## config.mk

```make
export PLATFORM = sky130hd
export DESIGN_NAME = anti_replay_window_check
export DESIGN_NICKNAME = d
export VERILOG_FILES = /design/src/hw/rtl/arw_pkg.sv /design/src/hw/rtl/anti_replay_window_check.sv /design/src/hw/rtl/arw_datapath.sv /design/src/hw/rtl/arw_ctrl.sv
export VERILOG_INCLUDE_DIRS = /design/src /design/src/hw/rtl
export SDC_FILE = /design/constraint.sdc
export NUM_CORES = 1
export LEC_CHECK = 0
export BUFFER_PORTS_ARGS = -buffer_cell sky130_fd_sc_hd__clkbuf_2
export CAP_MARGIN = 20
export CORE_MARGIN = 1.5
export CORE_UTILIZATION = 54
export DETAILED_ROUTE_END_ITERATION = 10
export PLACE_DENSITY = 0.76
export REMOVE_ABC_BUFFERS = 1
export SLEW_MARGIN = 30
export SYNTH_ARGS = -nofsm -noshare
export SYNTH_HDL_FRONTEND = slang
export SYNTH_SLANG_ARGS = --single-unit
```

## constraint.sdc

```tcl
create_clock -name clk -period 13.4 [get_ports clk]
set_input_delay 0.67 -clock clk [delete_from_list [all_inputs] [get_ports clk]]
set_output_delay 0.67 -clock clk [all_outputs]
set_load 0.02 [all_outputs]
```

## src/hw/rtl/assert_macros.svh

```systemverilog
// Assertion helpers for the RTL top level.
`ifndef ASSERT_MACROS_SVH
`define ASSERT_MACROS_SVH

// Same-cycle implication, checked on every rising edge out of reset.
`define ARW_ASSERT_NOW(label, ante, cons) \
    label: assert property (@(posedge clk) disable iff (!rst_n) (ante) |-> (cons)) \
        else $error("anti-replay check: assertion failed");

// Next-cycle implication.
`define ARW_ASSERT_NEXT(label, ante, cons) \
    label: assert property (@(posedge clk) disable iff (!rst_n) (ante) |=> (cons)) \
        else $error("anti-replay check: assertion failed");

`endif

```

## src/hw/rtl/arw_pkg.sv

```systemverilog
package arw_pkg;

    // Window geometry
    localparam int WINDOW_SIZE  = 32;
    localparam int SEQ_W        = 32;
    localparam int POS_W        = (WINDOW_SIZE > 1) ? $clog2(WINDOW_SIZE) : 1;
    localparam int CNT_W        = $clog2(WINDOW_SIZE + 1);
    localparam int SUM_W        = CNT_W + 1;

    // Leading-run scan works one chunk per cycle
    localparam int CHUNK_W      = 8;
    localparam int TCNT_W       = $clog2(CHUNK_W + 1);
    localparam int NUM_CHUNKS   = (WINDOW_SIZE + CHUNK_W - 1) / CHUNK_W;
    localparam int CHUNK_IDX_W  = (NUM_CHUNKS > 1) ? $clog2(NUM_CHUNKS) : 1;
    localparam int ROT_W        = NUM_CHUNKS * CHUNK_W;

    // Request kinds
    localparam logic KIND_CHECK = 1'b0;
    localparam logic KIND_CLEAR = 1'b1;

    // Controller to datapath
    typedef struct packed {
        logic load;         // capture request fields
        logic calc;         // initial latch, offset, bit position, or clear
        logic mark;         // duplicate test, set bit, rotate bitmap
        logic scan_step;    // one chunk of the leading-run scan
        logic wrap;         // write bitmap back, advance head and start
        logic load_result;  // move decision into the output register
    } cmd_t;

    // Datapath to controller
    typedef struct packed {
        logic is_clear;
        logic over;
        logic dup;
        logic head_set;
        logic scan_done;
    } status_t;

endpackage

```

## src/hw/rtl/anti_replay_window_check.sv

```systemverilog
// Channel   Handshake             Payload
// input     in_valid / in_ready   kind, seq_num
// output    out_valid / out_ready rejected
//
// One request at a time. A clear or out-of-window check runs the calc state, a
// duplicate or non-sliding check calc and mark, and a sliding check also the
// scan and wrap states: the leading-run scan covers 8 bitmap bits per cycle.
// Reset (rst_n low) empties the window; no clearing pass is needed.
// A waiting result does not block the next request; only a second finished
// result stalls until out_ready takes the first.
`include "assert_macros.svh"

module anti_replay_window_check (
    input  logic                       clk,
    input  logic                       rst_n,
    input  logic                       in_valid,
    output logic                       in_ready,
    input  logic                       kind,
    input  logic [arw_pkg::SEQ_W-1:0]  seq_num,
    output logic                       out_valid,
    input  logic                       out_ready,
    output logic                       rejected
);

    arw_pkg::cmd_t     cmd;
    arw_pkg::status_t  status;

    arw_ctrl u_ctrl (
        .clk       (clk),
        .rst_n     (rst_n),
        .in_valid  (in_valid),
        .in_ready  (in_ready),
        .out_valid (out_valid),
        .out_ready (out_ready),
        .status    (status),
        .cmd       (cmd)
    );

    arw_datapath u_datapath (
        .clk       (clk),
        .rst_n     (rst_n),
        .cmd       (cmd),
        .status    (status),
        .kind      (kind),
        .seq_num   (seq_num),
        .rejected  (rejected)
    );

    // Controller issues at most one datapath command per cycle
    `ARW_ASSERT_NOW(a_one_cmd, 1'b1, $onehot0(cmd))
    // A request in flight blocks the input side
    `ARW_ASSERT_NEXT(a_busy_after_accept, in_valid && in_ready, !in_ready)
    // A loaded result is presented
    `ARW_ASSERT_NEXT(a_result_shown, cmd.load_result, out_valid)
    // A taken result is not shown twice
    `ARW_ASSERT_NEXT(a_no_repeat, out_valid && out_ready && !cmd.load_result, !out_valid)

endmodule

```

## src/hw/rtl/arw_datapath.sv

```systemverilog
module arw_datapath (
    input  logic                       clk,
    input  logic                       rst_n,
    input  arw_pkg::cmd_t              cmd,
    output arw_pkg::status_t           status,
    input  logic                       kind,
    input  logic [arw_pkg::SEQ_W-1:0]  seq_num,
    output logic                       rejected
);

    // Window state
    logic [arw_pkg::SEQ_W-1:0]        start_reg;
    logic [arw_pkg::POS_W-1:0]        head_reg;
    logic [arw_pkg::WINDOW_SIZE-1:0]  seen_reg;

    // Per-request working registers
    logic                             kind_reg;
    logic [arw_pkg::SEQ_W-1:0]        seq_reg;
    logic [arw_pkg::POS_W-1:0]        pos_reg;
    logic [arw_pkg::ROT_W-1:0]        rot_reg;
    logic [arw_pkg::CNT_W-1:0]        cnt_reg;
    logic [arw_pkg::CHUNK_IDX_W-1:0]  chunk_reg;
    logic                             rej_pend_reg;
    logic                             rejected_reg;

    // Calc stage signals
    logic                             latch_start;
    logic [arw_pkg::SEQ_W-1:0]        eff_start;
    logic [arw_pkg::POS_W-1:0]        eff_head;
    logic [arw_pkg::SEQ_W-1:0]        offset;
    logic                             over;
    logic [arw_pkg::POS_W:0]          pos_sum;
    logic [arw_pkg::POS_W-1:0]        pos_next;

    // Mark stage signals
    logic [arw_pkg::WINDOW_SIZE-1:0]  seen_set;
    logic [arw_pkg::ROT_W-1:0]        rot_next;

    // Scan stage signals
    logic [arw_pkg::CHUNK_W-1:0]      chunk_bits;
    logic [arw_pkg::CHUNK_W-1:0]      chunk_clr;
    logic [arw_pkg::TCNT_W-1:0]       run_len;
    logic                             chunk_last;

    // Wrap stage signals
    logic [arw_pkg::WINDOW_SIZE-1:0]  seen_back;
    logic [arw_pkg::SUM_W-1:0]        head_sum;
    logic [arw_pkg::POS_W-1:0]        head_adv;

    // Initial latch, offset and target bit position
    always_comb
    begin
        latch_start = (start_reg == '0) && !seen_reg[0];
        eff_start   = latch_start ? seq_reg : start_reg;
        eff_head    = latch_start ? '0 : head_reg;
        offset      = seq_reg - eff_start;
        over        = offset > arw_pkg::SEQ_W'(arw_pkg::WINDOW_SIZE - 1);
        pos_sum     = {1'b0, eff_head} + {1'b0, offset[arw_pkg::POS_W-1:0]};
        if (pos_sum >= (arw_pkg::POS_W+1)'(arw_pkg::WINDOW_SIZE))
        begin
            pos_sum = pos_sum - (arw_pkg::POS_W+1)'(arw_pkg::WINDOW_SIZE);
        end
        pos_next    = pos_sum[arw_pkg::POS_W-1:0];
    end

    // Set target bit; rotate so the head lands at bit 0
    always_comb
    begin
        logic [arw_pkg::POS_W:0] idx;
        seen_set           = seen_reg;
        seen_set[pos_reg]  = 1'b1;
        rot_next           = '0;
        for (int i = 0; i < arw_pkg::WINDOW_SIZE; i++)
        begin
            idx = (arw_pkg::POS_W+1)'(i) + {1'b0, head_reg};
            if (idx >= (arw_pkg::POS_W+1)'(arw_pkg::WINDOW_SIZE))
            begin
                idx = idx - (arw_pkg::POS_W+1)'(arw_pkg::WINDOW_SIZE);
            end
            rot_next[i] = seen_set[idx[arw_pkg::POS_W-1:0]];
        end
    end

    // Trailing-ones count of the current chunk, and the chunk with that run cleared
    always_comb
    begin
        logic run;
        chunk_bits = rot_reg[chunk_reg*arw_pkg::CHUNK_W +: arw_pkg::CHUNK_W];
        chunk_clr  = chunk_bits;
        run_len    = '0;
        run        = 1'b1;
        for (int i = 0; i < arw_pkg::CHUNK_W; i++)
        begin
            if (run && chunk_bits[i])
            begin
                run_len      = run_len + 1'b1;
                chunk_clr[i] = 1'b0;
            end
            else
            begin
                run = 1'b0;
            end
        end
        chunk_last = (chunk_reg == arw_pkg::CHUNK_IDX_W'(arw_pkg::NUM_CHUNKS - 1));
    end

    // Rotate back and advance the head past the cleared run
    always_comb
    begin
        logic [arw_pkg::POS_W:0] idx;
        for (int j = 0; j < arw_pkg::WINDOW_SIZE; j++)
        begin
            idx = (arw_pkg::POS_W+1)'(j) + (arw_pkg::POS_W+1)'(arw_pkg::WINDOW_SIZE)
                  - {1'b0, head_reg};
            if (idx >= (arw_pkg::POS_W+1)'(arw_pkg::WINDOW_SIZE))
            begin
                idx = idx - (arw_pkg::POS_W+1)'(arw_pkg::WINDOW_SIZE);
            end
            seen_back[j] = rot_reg[idx[arw_pkg::POS_W-1:0]];
        end
        head_sum = arw_pkg::SUM_W'(head_reg) + arw_pkg::SUM_W'(cnt_reg);
        if (head_sum >= arw_pkg::SUM_W'(arw_pkg::WINDOW_SIZE))
        begin
            head_sum = head_sum - arw_pkg::SUM_W'(arw_pkg::WINDOW_SIZE);
        end
        head_adv = head_sum[arw_pkg::POS_W-1:0];
    end

    // Status back to the controller
    always_comb
    begin
        status.is_clear  = (kind_reg == arw_pkg::KIND_CLEAR);
        status.over      = over;
        status.dup       = seen_reg[pos_reg];
        status.head_set  = seen_set[head_reg];
        status.scan_done = (run_len != arw_pkg::TCNT_W'(arw_pkg::CHUNK_W)) || chunk_last;
    end

    // Window state registers
    always_ff @(posedge clk or negedge rst_n)
    begin
        if (!rst_n)
        begin
            start_reg <= '0;
            head_reg  <= '0;
            seen_reg  <= '0;
        end
        else
        begin
            if (cmd.calc)
            begin
                if (kind_reg == arw_pkg::KIND_CLEAR)
                begin
                    start_reg <= '0;
                    head_reg  <= '0;
                    seen_reg  <= '0;
                end
                else
                begin
                    start_reg <= eff_start;
                    head_reg  <= eff_head;
                end
            end
            if (cmd.mark && !seen_reg[pos_reg])
            begin
                seen_reg <= seen_set;
            end
            if (cmd.wrap)
            begin
                seen_reg  <= seen_back;
                head_reg  <= head_adv;
                start_reg <= start_reg + arw_pkg::SEQ_W'(cnt_reg);
            end
        end
    end

    // Working registers
    always_ff @(posedge clk)
    begin
        if (cmd.load)
        begin
            kind_reg <= kind;
            seq_reg  <= seq_num;
        end
        if (cmd.calc)
        begin
            pos_reg      <= pos_next;
            rej_pend_reg <= (kind_reg == arw_pkg::KIND_CHECK) && over;
        end
        if (cmd.mark)
        begin
            rej_pend_reg <= seen_reg[pos_reg];
            rot_reg      <= rot_next;
            cnt_reg      <= '0;
            chunk_reg    <= '0;
        end
        if (cmd.scan_step)
        begin
            rot_reg[chunk_reg*arw_pkg::CHUNK_W +: arw_pkg::CHUNK_W] <= chunk_clr;
            cnt_reg   <= cnt_reg + arw_pkg::CNT_W'(run_len);
            chunk_reg <= chunk_reg + 1'b1;
        end
        if (cmd.load_result)
        begin
            rejected_reg <= rej_pend_reg;
        end
    end

    assign rejected = rejected_reg;

endmodule

```

## src/hw/rtl/arw_ctrl.sv

```systemverilog
module arw_ctrl (
    input  logic              clk,
    input  logic              rst_n,
    input  logic              in_valid,
    output logic              in_ready,
    output logic              out_valid,
    input  logic              out_ready,
    input  arw_pkg::status_t  status,
    output arw_pkg::cmd_t     cmd
);

    localparam logic [2:0] S_IDLE   = 3'd0;
    localparam logic [2:0] S_CALC   = 3'd1;
    localparam logic [2:0] S_MARK   = 3'd2;
    localparam logic [2:0] S_SCAN   = 3'd3;
    localparam logic [2:0] S_WRAP   = 3'd4;
    localparam logic [2:0] S_FINISH = 3'd5;

    logic [2:0] state_reg;
    logic [2:0] state_next;
    logic       out_valid_reg;
    logic       out_valid_next;
    logic       out_free;

    assign out_free = !out_valid_reg || out_ready;

    // Next state and commands
    always_comb
    begin
        state_next = state_reg;
        cmd        = '0;
        unique case (state_reg)
            S_IDLE:
            begin
                if (in_valid)
                begin
                    cmd.load   = 1'b1;
                    state_next = S_CALC;
                end
            end
            S_CALC:
            begin
                cmd.calc = 1'b1;
                if (status.is_clear || status.over)
                begin
                    state_next = S_FINISH;
                end
                else
                begin
                    state_next = S_MARK;
                end
            end
            S_MARK:
            begin
                cmd.mark = 1'b1;
                if (status.dup || !status.head_set)
                begin
                    state_next = S_FINISH;
                end
                else
                begin
                    state_next = S_SCAN;
                end
            end
            S_SCAN:
            begin
                cmd.scan_step = 1'b1;
                if (status.scan_done)
                begin
                    state_next = S_WRAP;
                end
            end
            S_WRAP:
            begin
                cmd.wrap   = 1'b1;
                state_next = S_FINISH;
            end
            S_FINISH:
            begin
                if (out_free)
                begin
                    cmd.load_result = 1'b1;
                    state_next      = S_IDLE;
                end
            end
            default:
            begin
                state_next = S_IDLE;
            end
        endcase
    end

    // Output valid flag
    always_comb
    begin
        out_valid_next = out_valid_reg;
        if (out_valid_reg && out_ready)
        begin
            out_valid_next = 1'b0;
        end
        if (cmd.load_result)
        begin
            out_valid_next = 1'b1;
        end
    end

    always_ff @(posedge clk or negedge rst_n)
    begin
        if (!rst_n)
        begin
            state_reg     <= S_IDLE;
            out_valid_reg <= 1'b0;
        end
        else
        begin
            state_reg     <= state_next;
            out_valid_reg <= out_valid_next;
        end
    end

    assign in_ready  = (state_reg == S_IDLE);
    assign out_valid = out_valid_reg;

endmodule

```

# Word-level counts from Yosys, hierarchy flattened
# Cells that the tools add are included.
[totals]
regBits = 153
latchBits = 0
ram_bits = 0
romBits = 0
input_bits = 37
elab_cells = 594
mem_count = 0
[classes]
n_addsub = 143
n_mul = 0
div = 0
n_lt_le_gt_ge = 134
eq_ne = 10
shifts = 3
mux = 259
bitwise = 2
n_reduce_logical = 30
[op_table]
columns = ["operator", "count"]
rows = [
  ["5-bit by 6-bit less-than comparator with 1-bit output (second input constant)", 66],
  ["6-bit greater-or-equal comparator (second input constant)", 64],
  ["5-bit two-way mux", 70],
  ["1-bit binary-select mux with 5-bit select", 66],
  ["5-bit by 1-bit subtractor with 5-bit output (second input constant)", 66],
  ["32-bit two-way mux", 10],
  ["6-bit by 5-bit subtractor with 6-bit output (first input constant)", 32],
  ["5-bit by 5-bit adder with 6-bit output (first input constant)", 16],
  ["1-bit two-way mux", 94],
  ["4-bit by 5-bit adder with 6-bit output (first input constant)", 8],
  ["5-bit negator with 34-bit output", 1],
  ["8-bit by 34-bit variable shift with 32-bit output (first input constant)", 1],
  ["8-bit by 34-bit variable part select with 32-bit output", 1],
  ["32-bit by 6-bit adder with 32-bit output", 1],
  ["32-bit bitwise mux", 1],
  ["32-bit by 5-bit > comparator with 1-bit output (second input constant)", 1],
  ["32-bit logical NOT", 1],
  ["32-bit OR", 1],
  ["32-bit by 6-bit variable part select with 8-bit output", 1],
  ["32-bit subtractor", 1],
  ["4-bit two-way mux", 7],
  ["3-bit by 5-bit adder with 6-bit output (first input constant)", 4],
  ["4-bit by 1-bit adder with 4-bit output (second input constant)", 6],
  ["3-bit case mux with 6 select lines", 1],
  ["other kinds (30)", 61],
]

# Depth between registers and ports, before layout
# Gate-level depths: netlist of run 1.
[depth]
depth_word = 20
ltp_mapped = 29
depth_no_buf = 28

# Hierarchy
# A second synthesis of run 1 with hierarchy kept.
[unflattened]
hier_cells = 1651
hier_area_um2 = 14461.4
[modules_own_cells]
columns = ["module", "n_inst", "cells_each", "area_each_um2", "seq_area_each_um2"]
rows = [
  ["arw_datapath", 1, 1609, 14149.8, 3808.7],
  ["arw_ctrl", 1, 42, 311.5, 100.1],
]

# Worst setup path before layout of run 1
# No wires, ideal clock.
[synth_timing]
path_type = "flip-flop to flip-flop"
startpoint = "reg u_datapath.chunk_reg[0] in the netlist's numbering"
endpoint = "reg u_datapath.cnt_reg[5] in the netlist's numbering (data pin)"
setup_time_ns = 0.260
t_arrival_ns = 5.804
setup_slack_ns = 7.336
path_stages_with_launch = 29
n_path_buf = 1
cell_sequence = "edfxtp_1 > buf_2 > mux4_2 > o21ai_0 > inv_1 > ha_1 > nor2_1 > nor2_1 > ha_1 > mux2i_1 > a21oi_1 > ha_1 > mux2_1 > mux2i_1 > a21oi_1 > ha_1 > mux2_2 > ha_1 > mux2_1 > or3_1 > nand3_1 > inv_1 > ha_1 > a21o_1 > a21oi_1 > nor2b_1 > o21ai_0 > xor2_1 > nor2_1"
[synth_via]
elab_chain_cells = 18
word_cells_on_any_way = 32
[synth_rtl]
columns = ["item", "line_no", "source"]
rows = [
  ["start, declared", "arw_datapath.sv:22", "logic [arw_pkg::CHUNK_IDX_W-1:0] chunk_reg;"],
  ["start signal, assigned", "arw_datapath.sv:201", "chunk_reg <= chunk_reg + 1'b1;"],
  ["32-bit by 6-bit variable part select with 8-bit output (*)", "arw_datapath.sv:88", "chunk_bits = rot_reg[chunk_reg*arw_pkg::CHUNK_W +: arw_pkg::CHUNK_W];"],
  ["1-bit two-way mux", "arw_datapath.sv:94", "if (run && chunk_bits[i])"],
  ["1-bit by 1-bit adder with 2-bit output or 1-bit logical AND (tied branches)", "arw_datapath.sv:96, arw_datapath.sv:94", ""],
  ["4-bit two-way mux or 1-bit two-way mux (tied branches)", "arw_datapath.sv:94", ""],
  ["4-bit by 1-bit adder with 4-bit output or 1-bit logical AND (tied branches)", "arw_datapath.sv:96, arw_datapath.sv:94", ""],
  ["4-bit two-way mux or 1-bit two-way mux (tied branches)", "arw_datapath.sv:94", ""],
  ["4-bit by 1-bit adder with 4-bit output or 1-bit logical AND (tied branches)", "arw_datapath.sv:96, arw_datapath.sv:94", ""],
  ["4-bit two-way mux or 1-bit two-way mux (tied branches)", "arw_datapath.sv:94", ""],
  ["[... 2 more ...]", "-", ""],
  ["4-bit by 1-bit adder with 4-bit output or 1-bit logical AND (tied branches)", "arw_datapath.sv:96, arw_datapath.sv:94", ""],
  ["4-bit two-way mux or 1-bit two-way mux (tied branches)", "arw_datapath.sv:94", ""],
  ["4-bit by 1-bit adder with 4-bit output or 1-bit logical AND (tied branches)", "arw_datapath.sv:96, arw_datapath.sv:94", ""],
  ["4-bit two-way mux or 1-bit two-way mux (tied branches)", "arw_datapath.sv:94", ""],
  ["4-bit by 1-bit adder with 4-bit output or 1-bit logical AND (tied branches)", "arw_datapath.sv:96, arw_datapath.sv:94", ""],
  ["4-bit two-way mux (*)", "arw_datapath.sv:94", ""],
  ["6-bit by 4-bit adder with 6-bit output (*)", "arw_datapath.sv:200", "cnt_reg <= cnt_reg + arw_pkg::CNT_W'(run_len);"],
  ["6-bit two-way mux (*)", "arw_datapath.sv:197", "if (cmd.scan_step)"],
  ["end signal, assigned", "arw_datapath.sv:200", ""],
  ["end, declared", "arw_datapath.sv:21", "logic [arw_pkg::CNT_W-1:0] cnt_reg;"],
]
# Every way passes the cells marked *; elsewhere a longest branch is shown, timed or not.
# A chain may end at the register's enable or synchronous reset.

# Final worst setup path of run 1
[layout_timing]
startpoint = "reg u_datapath.chunk_reg[1] in the netlist's numbering"
endpoint = "reg u_datapath.cnt_reg[5] in the netlist's numbering (data pin)"
# The elaborated chain is that of the path after synthesis.

==> qor.yml, run 1 <==
first_pass_iters: 6
remaining_drc_errors: 0
worst_path_max_delay_cell: "edfxtp_1"
switching_power_mw: 1.62
track_usage_pct: 31.8
yosysWarnings: 0
startpoint: "u_datapath.chunk_reg[1]"
dieArea_mm2: 0.0284
rr_endpoint: "u_datapath.cnt_reg[5]"
antenna_found_initial: 0
netSwitchingFraction_pct: 49.5
drv_slew: 0
clock_skew_ps: 21.0
io_buffers: 39
vdd_drop_max_mv: 0.136
crit_buf_inv: 2
syn_inst: 1653
synth_cell_type_count: 85
design.core.area_mm2: 0.0270
rr_worst_depth: 27
place_hpwl_mm: 33.2
vias: 13700
power-per-cell-area_mw_per_mm2: 208
drive_above_1_share_pct: 12.0
rsz0062_at_grt: "false"
cts_tree: "yes"
setup_violations: 0
endpoint_kind: "flip-flop"
hold_buffers: 0
start_util_pct: 54.9
seq_power_share_pct: 21.4
synth_area_per_cell_um2: 8.95
slowest_delay_ps: 750
finalSetupTns_ps: 0
clock.fmax_mhz: 143
cts_buffer_depth: 2
htree_levels: 4
r2r_slack_ps: 6420
seq_area_frac_synth_pct: 26.4
cts_made_buffers: 17
status: "finished clean"
detail_route.wl_per_cell_um: 22.5
crit_end: "u_datapath.cnt_reg[5]"
hold_violations: 0
synth_edf_count: 48
cts_setup_buffers: 0
io_pins: 40
power_mw: 3.28
slew_headroom_pct: 31.1
syn_area_mm2: 0.0148
hp-class: "in2async"
die_x_um: 168
pwr-share-comb_pct: 63.8
setup_ws_ps: 6420
clk_pin_slew_worst_paths_ps: 70
wirelength_mm: 44.8
ys_async_sr_fraction_pct: 47.7
worstSetupStartpointType: "flip-flop"
p_int_mw: 1.65
cts.root.buffer_cell: "clkbuf_16"
cp.required_ps: 13600
worstReg2RegStart: "u_datapath.chunk_reg[1]"
grt_first_pass_wirelength_mm: 70.6
final_antenna_net_count: 0
fp-row-count: 60
synth-main-ff-cell: "dfrtp_1"
period_needed_ps: 6980
synth-seq-cells: 153
gp_congestion: 0.997
crit_top_cell: "ha_1"
arrival_ps: 7170
power_leakage_nw: 6.69
die_y_um: 168
grt_pass1_vias: 12900
cts.sinks: 153
place_worst_setup_slack_ps: 6510
final_util_pct: 58.4
cp_top_family: "multiplexers"
worst-path-stages: 27
clock_latency_ps: 460
drt_iter0_markers: 1757
antenna_cells: 0
worstSetupPathType: "reg2reg"
tightest_slew_ps: 1030
cts-resized-gates: 0
finalCritPeriodShare_pct: 52.1
cp_max_fo: 12
timing.max_cap.violations: 0
syn2layout_area_growth_pct: 6.44
viasPerCell: 6.91
gr-total-overflow: 0
grt_max_degree: 74
final_nets: 1745
p_clk_share_pct: 14.8
-- per-stage QoR --
stage                     area [um^2]  hold WS (ps)  instances
after global placement          15100           407       1956
after detailed placement        15200           419       1956
after global routing            15700           319       1988
after CTS                       15700           286       1988
final                           15700           253       1988
after floorplan                 14300           374       1559
-- cells by family after synthesis --
family                   after synthesis  share of synthesized area [%]
multiplexers                         269                           24.0
AND/OR/NAND/NOR                      464                           14.6
flip-flops                           153                           26.4
buffers and inverters                140                           4.20
adder cells (fa/ha/maj)               74                           6.51
AO/OA/AOI/OAI                        478                           19.8
XOR/XNOR                              75                           4.54
-- layout by cell type, fill, tap and decap left out, types with 7 or more instances in the layout --
cell and instances:
nand2_1 210, a21oi_1 220, nor3_1 14, mux2i_1 184
xnor2_1 46, a311oi_1 7, dfrtp_1 72, dfxtp_1 32
and3_1 21, o21ai_0 66, o221ai_1 10, nor4_1 12
or3_1 8, a211oi_1 7, nand4_1 13, clkbuf_16 17
a31oi_1 30, a222oi_1 7, clkbuf_2 38, buf_4 17
nor2_1 91, ha_1 69, o22ai_1 19, inv_1 44
mux2_2 17, xor2_1 25, nand3_1 23, nand2b_1 13
and2_1 14, edfxtp_1 48, a21o_1 28, o21ai_1 13
o21a_1 9, nor2b_1 16, mux4_2 66
-- power groups by stage --
stage | logic (mW) | clock network [mW] | registers, mW
floorplan | 1.50 | 0 | 0.729
global placement | 1.98 | 0 | 0.699
detailed placement | 2.03 | 0 | 0.703
CTS | 2.04 | 0.486 | 0.695
global route | 2.25 | 0.503 | 0.710
finish | 2.09 | 0.484 | 0.702
-- routing by layer --
| metal | part of all wire [%] | vias to the layer above | global-route usage [%] |
|---|---|---|---|
| met3 | 11 | 125 | 6.69 |
| met5 | 0 | - | 0 |
| li1 | - | 6188 | - |
| met1 | 42 | 6602 | 44.5 |
| met2 | 43 | 821 | 47.0 |
| met4 | 4.4 | 0 | 15.1 |
-- synth_stat cells (7+ instances only) --
master	n	area (um^2)
a211oi_1	7	52.6
a21o_1	28	210
a21oi_1	220	1100
a222oi_1	7	70.1
a311oi_1	7	61.3
a31oi_1	30	188
and2_1	14	87.6
and3_1	21	131
buf_1	11	41.3
buf_2	19	95.1
buf_6	8	90.1
clkbuf_1	53	199
dfrtp_1	73	1830
dfxtp_1	32	641
edfxtp_1	48	1440
ha_1	69	863
inv_1	44	165
mux2_2	17	191
mux2i_1	184	1840
mux4_2	66	1490
nand2_1	211	792
nand2b_1	13	81.3
nand3_1	23	115
nand4_1	13	81.3
nor2_1	92	345
nor2b_1	17	106
nor3_1	16	80.1
nor4_1	12	75.1
o21a_1	9	67.6
o21ai_0	66	330
o21ai_1	13	65.1
o221ai_1	10	87.6
o22ai_1	19	119
or3_1	8	50.1
xnor2_1	49	429
xor2_1	25	219
-- cell type report --
cell class | count | area, um^2
Clock buffer | 19 | 443
Clock inverter | 13 | 126
Fill cell | 2278 | 11200
Inverter | 46 | 173
Multi-Input combinational cell | 1360 | 10300
Sequential cell | 153 | 3910
Tap cell | 341 | 427
Timing Repair Buffer | 56 | 329
-- worst min path at each step --
stage | from | to | slack [ps] | cells past startpoint
4_1_cts | rst_n | u_datapath.seen_reg[21] | 290 | 1
2_1_floorplan | rst_n | u_ctrl.out_valid | 370 | 0
5_1_grt | rst_n | u_datapath.seen_reg[11] | 320 | 1
3_5_place_dp | u_datapath.rej_pend_reg | u_datapath.rejected | 420 | 0
3_3_place_gp | u_datapath.rej_pend_reg | u_datapath.rejected | 410 | 0
6_report | rst_n | u_datapath.seen_reg[20] | 250 | 1
Power figures use the tool's default switching activity.
==> run 2, diff against run 1 <==
--- a/config.mk
+++ b/config.mk
@@ -6,12 +6,13 @@
 export SDC_FILE = /design/constraint.sdc
 export NUM_CORES = 1
 export LEC_CHECK = 0
+export ABC_AREA = 1
 export BUFFER_PORTS_ARGS = -buffer_cell sky130_fd_sc_hd__clkbuf_2
 export CAP_MARGIN = 20
 export CORE_MARGIN = 1.5
 export CORE_UTILIZATION = 54
 export DETAILED_ROUTE_END_ITERATION = 10
-export PLACE_DENSITY = 0.76
+export PLACE_DENSITY = 0.78
 export REMOVE_ABC_BUFFERS = 1
 export SLEW_MARGIN = 30
 export SYNTH_ARGS = -nofsm -noshare
==> constraint.sdc (replaced) <==
create_clock -name clk -period 6.2 [get_ports clk]
set_input_delay 0.31 -clock clk [delete_from_list [all_inputs] [get_ports clk]]
set_output_delay 0.31 -clock clk [all_outputs]
set_load 0.02 [all_outputs]
==> qor.yml, run 2 <==
worst-path-stages: 32  # +19%
hold_path_end: "u_datapath.kind_reg"
grt_pass1_vias: 15400  # +19%
drv_slew: 0  # unchanged
clock.fmax_mhz: 180  # +25%
final_nets: 2673  # +53%
seq_power_share_pct: 16.6  # -4.8 points
final_cell_mix: "nand2_1, inv_1, o21ai_0"
place_hpwl_mm: 42.1  # +27%
synth-xor-area-share_pct: 2.27  # -2.3 points
viasPerCell: 5.89  # -15%
clock_latency_ps: 450  # about the same
cp.required_ps: 6500  # -7100 ps
clk_pin_slew_worst_paths_ps: 70  # about the same
setup_violations: 0  # unchanged
die_x_um: 174  # +3.3%
cts_setup_buffers: 0  # unchanged
fp-row-count: 62  # +3.3%
slew_headroom_pct: 38.3  # +7.2 points
cp_top_family: "adder cells"
seq_area_frac_synth_pct: 24.7  # -1.7 points
synth_common_cells: "nand2_1, inv_1, o21ai_0, nand3_1, nor2_1"
synth_compound_area_share_pct: 19.0  # -0.74 points
ys_top_cells_by_area: "nand2_1, dfrtp_1, edfxtp_1"
drive_above_1_share_pct: 6.14  # -5.8 points
wirelength_mm: 53.3  # +19%
hp-start: "kind"
yosys.area_share.adder_pct: 6.10  # -0.42 points
design.core.area_mm2: 0.0288  # +6.8%
final_antenna_net_count: 0  # unchanged
cts_buffer_depth: 2  # unchanged
finalCritPeriodShare_pct: 89.8  # +38 points
clock_skew_ps: 11.3  # -9.71 ps
die_y_um: 174  # +3.3%
r2r_slack_ps: 630  # -5790 ps
endpoint_kind: "flip-flop"
first_pass_iters: 6  # unchanged
io_buffers: 39  # unchanged
worstSetupStartpointType: "flip-flop"
cts-resized-gates: 0  # unchanged
synth-seq-cells: 153  # unchanged
cts.sinks: 153  # unchanged
io_pins: 40  # unchanged
syn_area_mm2: 0.0158  # +6.9%
htree_levels: 4  # unchanged
worstSetupPathType: "reg2reg"
rsz0062_at_grt: "false"
switching_power_mw: 5.84  # +260%
pwr-share-comb_pct: 72.1  # +8.3 points
drt_iter0_markers: 2006  # +14%
timing.max_cap.violations: 0  # unchanged
synthSimpleGateAreaFrac_pct: 34.3  # +20 points
netSwitchingFraction_pct: 57.5  # +8.0 points
status: "finished clean"
grt_first_pass_wirelength_mm: 84.3  # +19%
syn2layout_area_growth_pct: 7.16
crit_buf_inv: 8  # +6
p_int_mw: 4.31  # +160%
cts_tree: "yes"
gp_congestion: 0.996  # -0.14%
p_clk_share_pct: 11.2  # -3.6 points
setup_ws_ps: 634  # -5790 ps
antenna_found_initial: 0  # unchanged
cts.root.buffer_cell: "clkbuf_16"
hold_buffers: 1  # +1
ys_async_sr_fraction_pct: 47.7  # unchanged
hp-class: "in2reg"
final_common_cell: "nand2_1"
worstReg2RegStart: "u_datapath.chunk_reg[0]"
yosysTopAreaCellShare_pct: 20.1  # +7.7 points
synth-main-ff-cell: "dfrtp_1"
grt_max_degree: 67  # -9.5%
yosysTopAreaCell: "nand2_1"
finalSetupTns_ps: 0  # unchanged
hold_slack_ps: 29.7  # -223 ps
synth_edf_count: 48  # unchanged
start_util_pct: 54.9  # about the same
rr_endpoint: "u_datapath.cnt_reg[4]"
detail_route.wl_per_cell_um: 18.0  # -20%
remaining_drc_errors: 0  # unchanged
place_worst_setup_slack_ps: 701  # -5810 ps
cp_max_fo: 28  # +16
slowest_delay_ps: 420  # -330 ps
power_leakage_nw: 8.35  # +25%
period_needed_ps: 5570  # -1410 ps
synth_cell_type_count: 56  # -34%
rr_worst_depth: 32  # +19%
gr-total-overflow: 0  # unchanged
power-per-cell-area_mw_per_mm2: 599  # +190%
synth_top_family_by_area: "simple AND/OR/NAND/NOR gates"
synth.area.mux_share_pct: 2.79  # -21 points
worst_path_max_delay_cell: "edfxtp_1"
arrival_ps: 5870  # -1300 ps
synth_area_per_cell_um2: 6.14  # -31%
yosysWarnings: 0  # unchanged
hold_violations: 0  # unchanged
dieArea_mm2: 0.0303  # +6.8%
antenna_cells: 0  # unchanged
vdd_drop_max_mv: 0.349  # +160%
cts_made_buffers: 17  # unchanged
track_usage_pct: 35.3  # +3.5 points
tightest_slew_ps: 921  # -110 ps
syn_inst: 2575  # +56%
vias: 17400  # +27%
hold_depth: 1
synth.most_common_cell: "nand2_1"
-- run 2: cell types whose count changed in the layout (fill, tap and decap cells not counted), sizes merged, moves of 37 or more --
| cell | previous run | this run |
|---|---|---|
| nand3 | 23 | 189 |
| o21ai | 79 | 281 |
| xnor2 | 49 | 9 |
| inv | 56 | 344 |
| a21oi | 221 | 120 |
| mux2i | 184 | 44 |
| mux4 | 66 | 0 |
| a22oi | 6 | 43 |
| nor2 | 93 | 157 |
| nand2 | 211 | 857 |
-- run 2: final cells by class --
type                    count  area, um^2
fillers                  2879       11800
repair buffers             59         370
multi-input cells        1982       10200
clock buffers              22         507
well taps                 384         480
flip-flops and latches    153        3910
clock inverters            10         128
inverters                 349        1310
-- run 2: power groups by stage --
stage               Sequential (mW)  Combinational (mW)  Clock [mW]
global placement               1.68                6.96           0
global route                   1.71                8.23        1.17
detailed placement             1.68                7.10           0
finish                         1.69                7.32        1.14
floorplan                      1.67                5.16           0
CTS                            1.67                7.14        1.14
-- run 2: metal layers --
layer	global-route usage, %	routed length [um]
met1	50.9	23900
met2	54.0	23000
met3	6.21	5110
met4	9.91	1320
met5	0	0
-- run 2: cell families (layout without fill, tap and decap cells) --
family                     after synthesis  count (layout)
buffers and inverters                  440             440
AOI/OAI and AO/OA                      537             537
DFF                                    153             153
xor gates and xnor gates                41              41
and+or+nand+nor                       1286            1286
adders and majority gates               74              74
muxes                                   44              44
-- run 2: worst reg2reg max path, delay by kind of cell, from the launching register on --
kind | cells | cell delay (ps)
AOI/OAI and AO/OA | 5 | 750
adders and majority gates | 6 | 1820
buffers and inverters | 8 | 760
DFF | 1 | 420
and+or+nand+nor | 13 | 1670
-- run 2: through the flow --
stage          instance area, um^2  power [mW]  cells  utilization (%)
2_1_floorplan                15400        6.83   2484                -
3_3_place_gp                 16300        8.64   2925             56.5
3_5_place_dp                 16300        8.78   2926             56.6
4_1_cts                      16900        9.95   2959             58.8
5_1_grt                      16900        11.1   2959             58.9
6_report                     16900        10.1   2959             58.9
-- run 2: worst max path at each step --
stage	startpoint	end
after floorplan	u_datapath.chunk_reg[0]	u_datapath.cnt_reg[4]
after global placement	u_datapath.chunk_reg[0]	u_datapath.cnt_reg[4]
after detailed placement	u_datapath.chunk_reg[0]	u_datapath.cnt_reg[4]
after CTS	u_datapath.chunk_reg[0]	u_datapath.cnt_reg[4]
after global routing	u_datapath.chunk_reg[0]	u_datapath.cnt_reg[4]
final	u_datapath.chunk_reg[0]	u_datapath.cnt_reg[4]
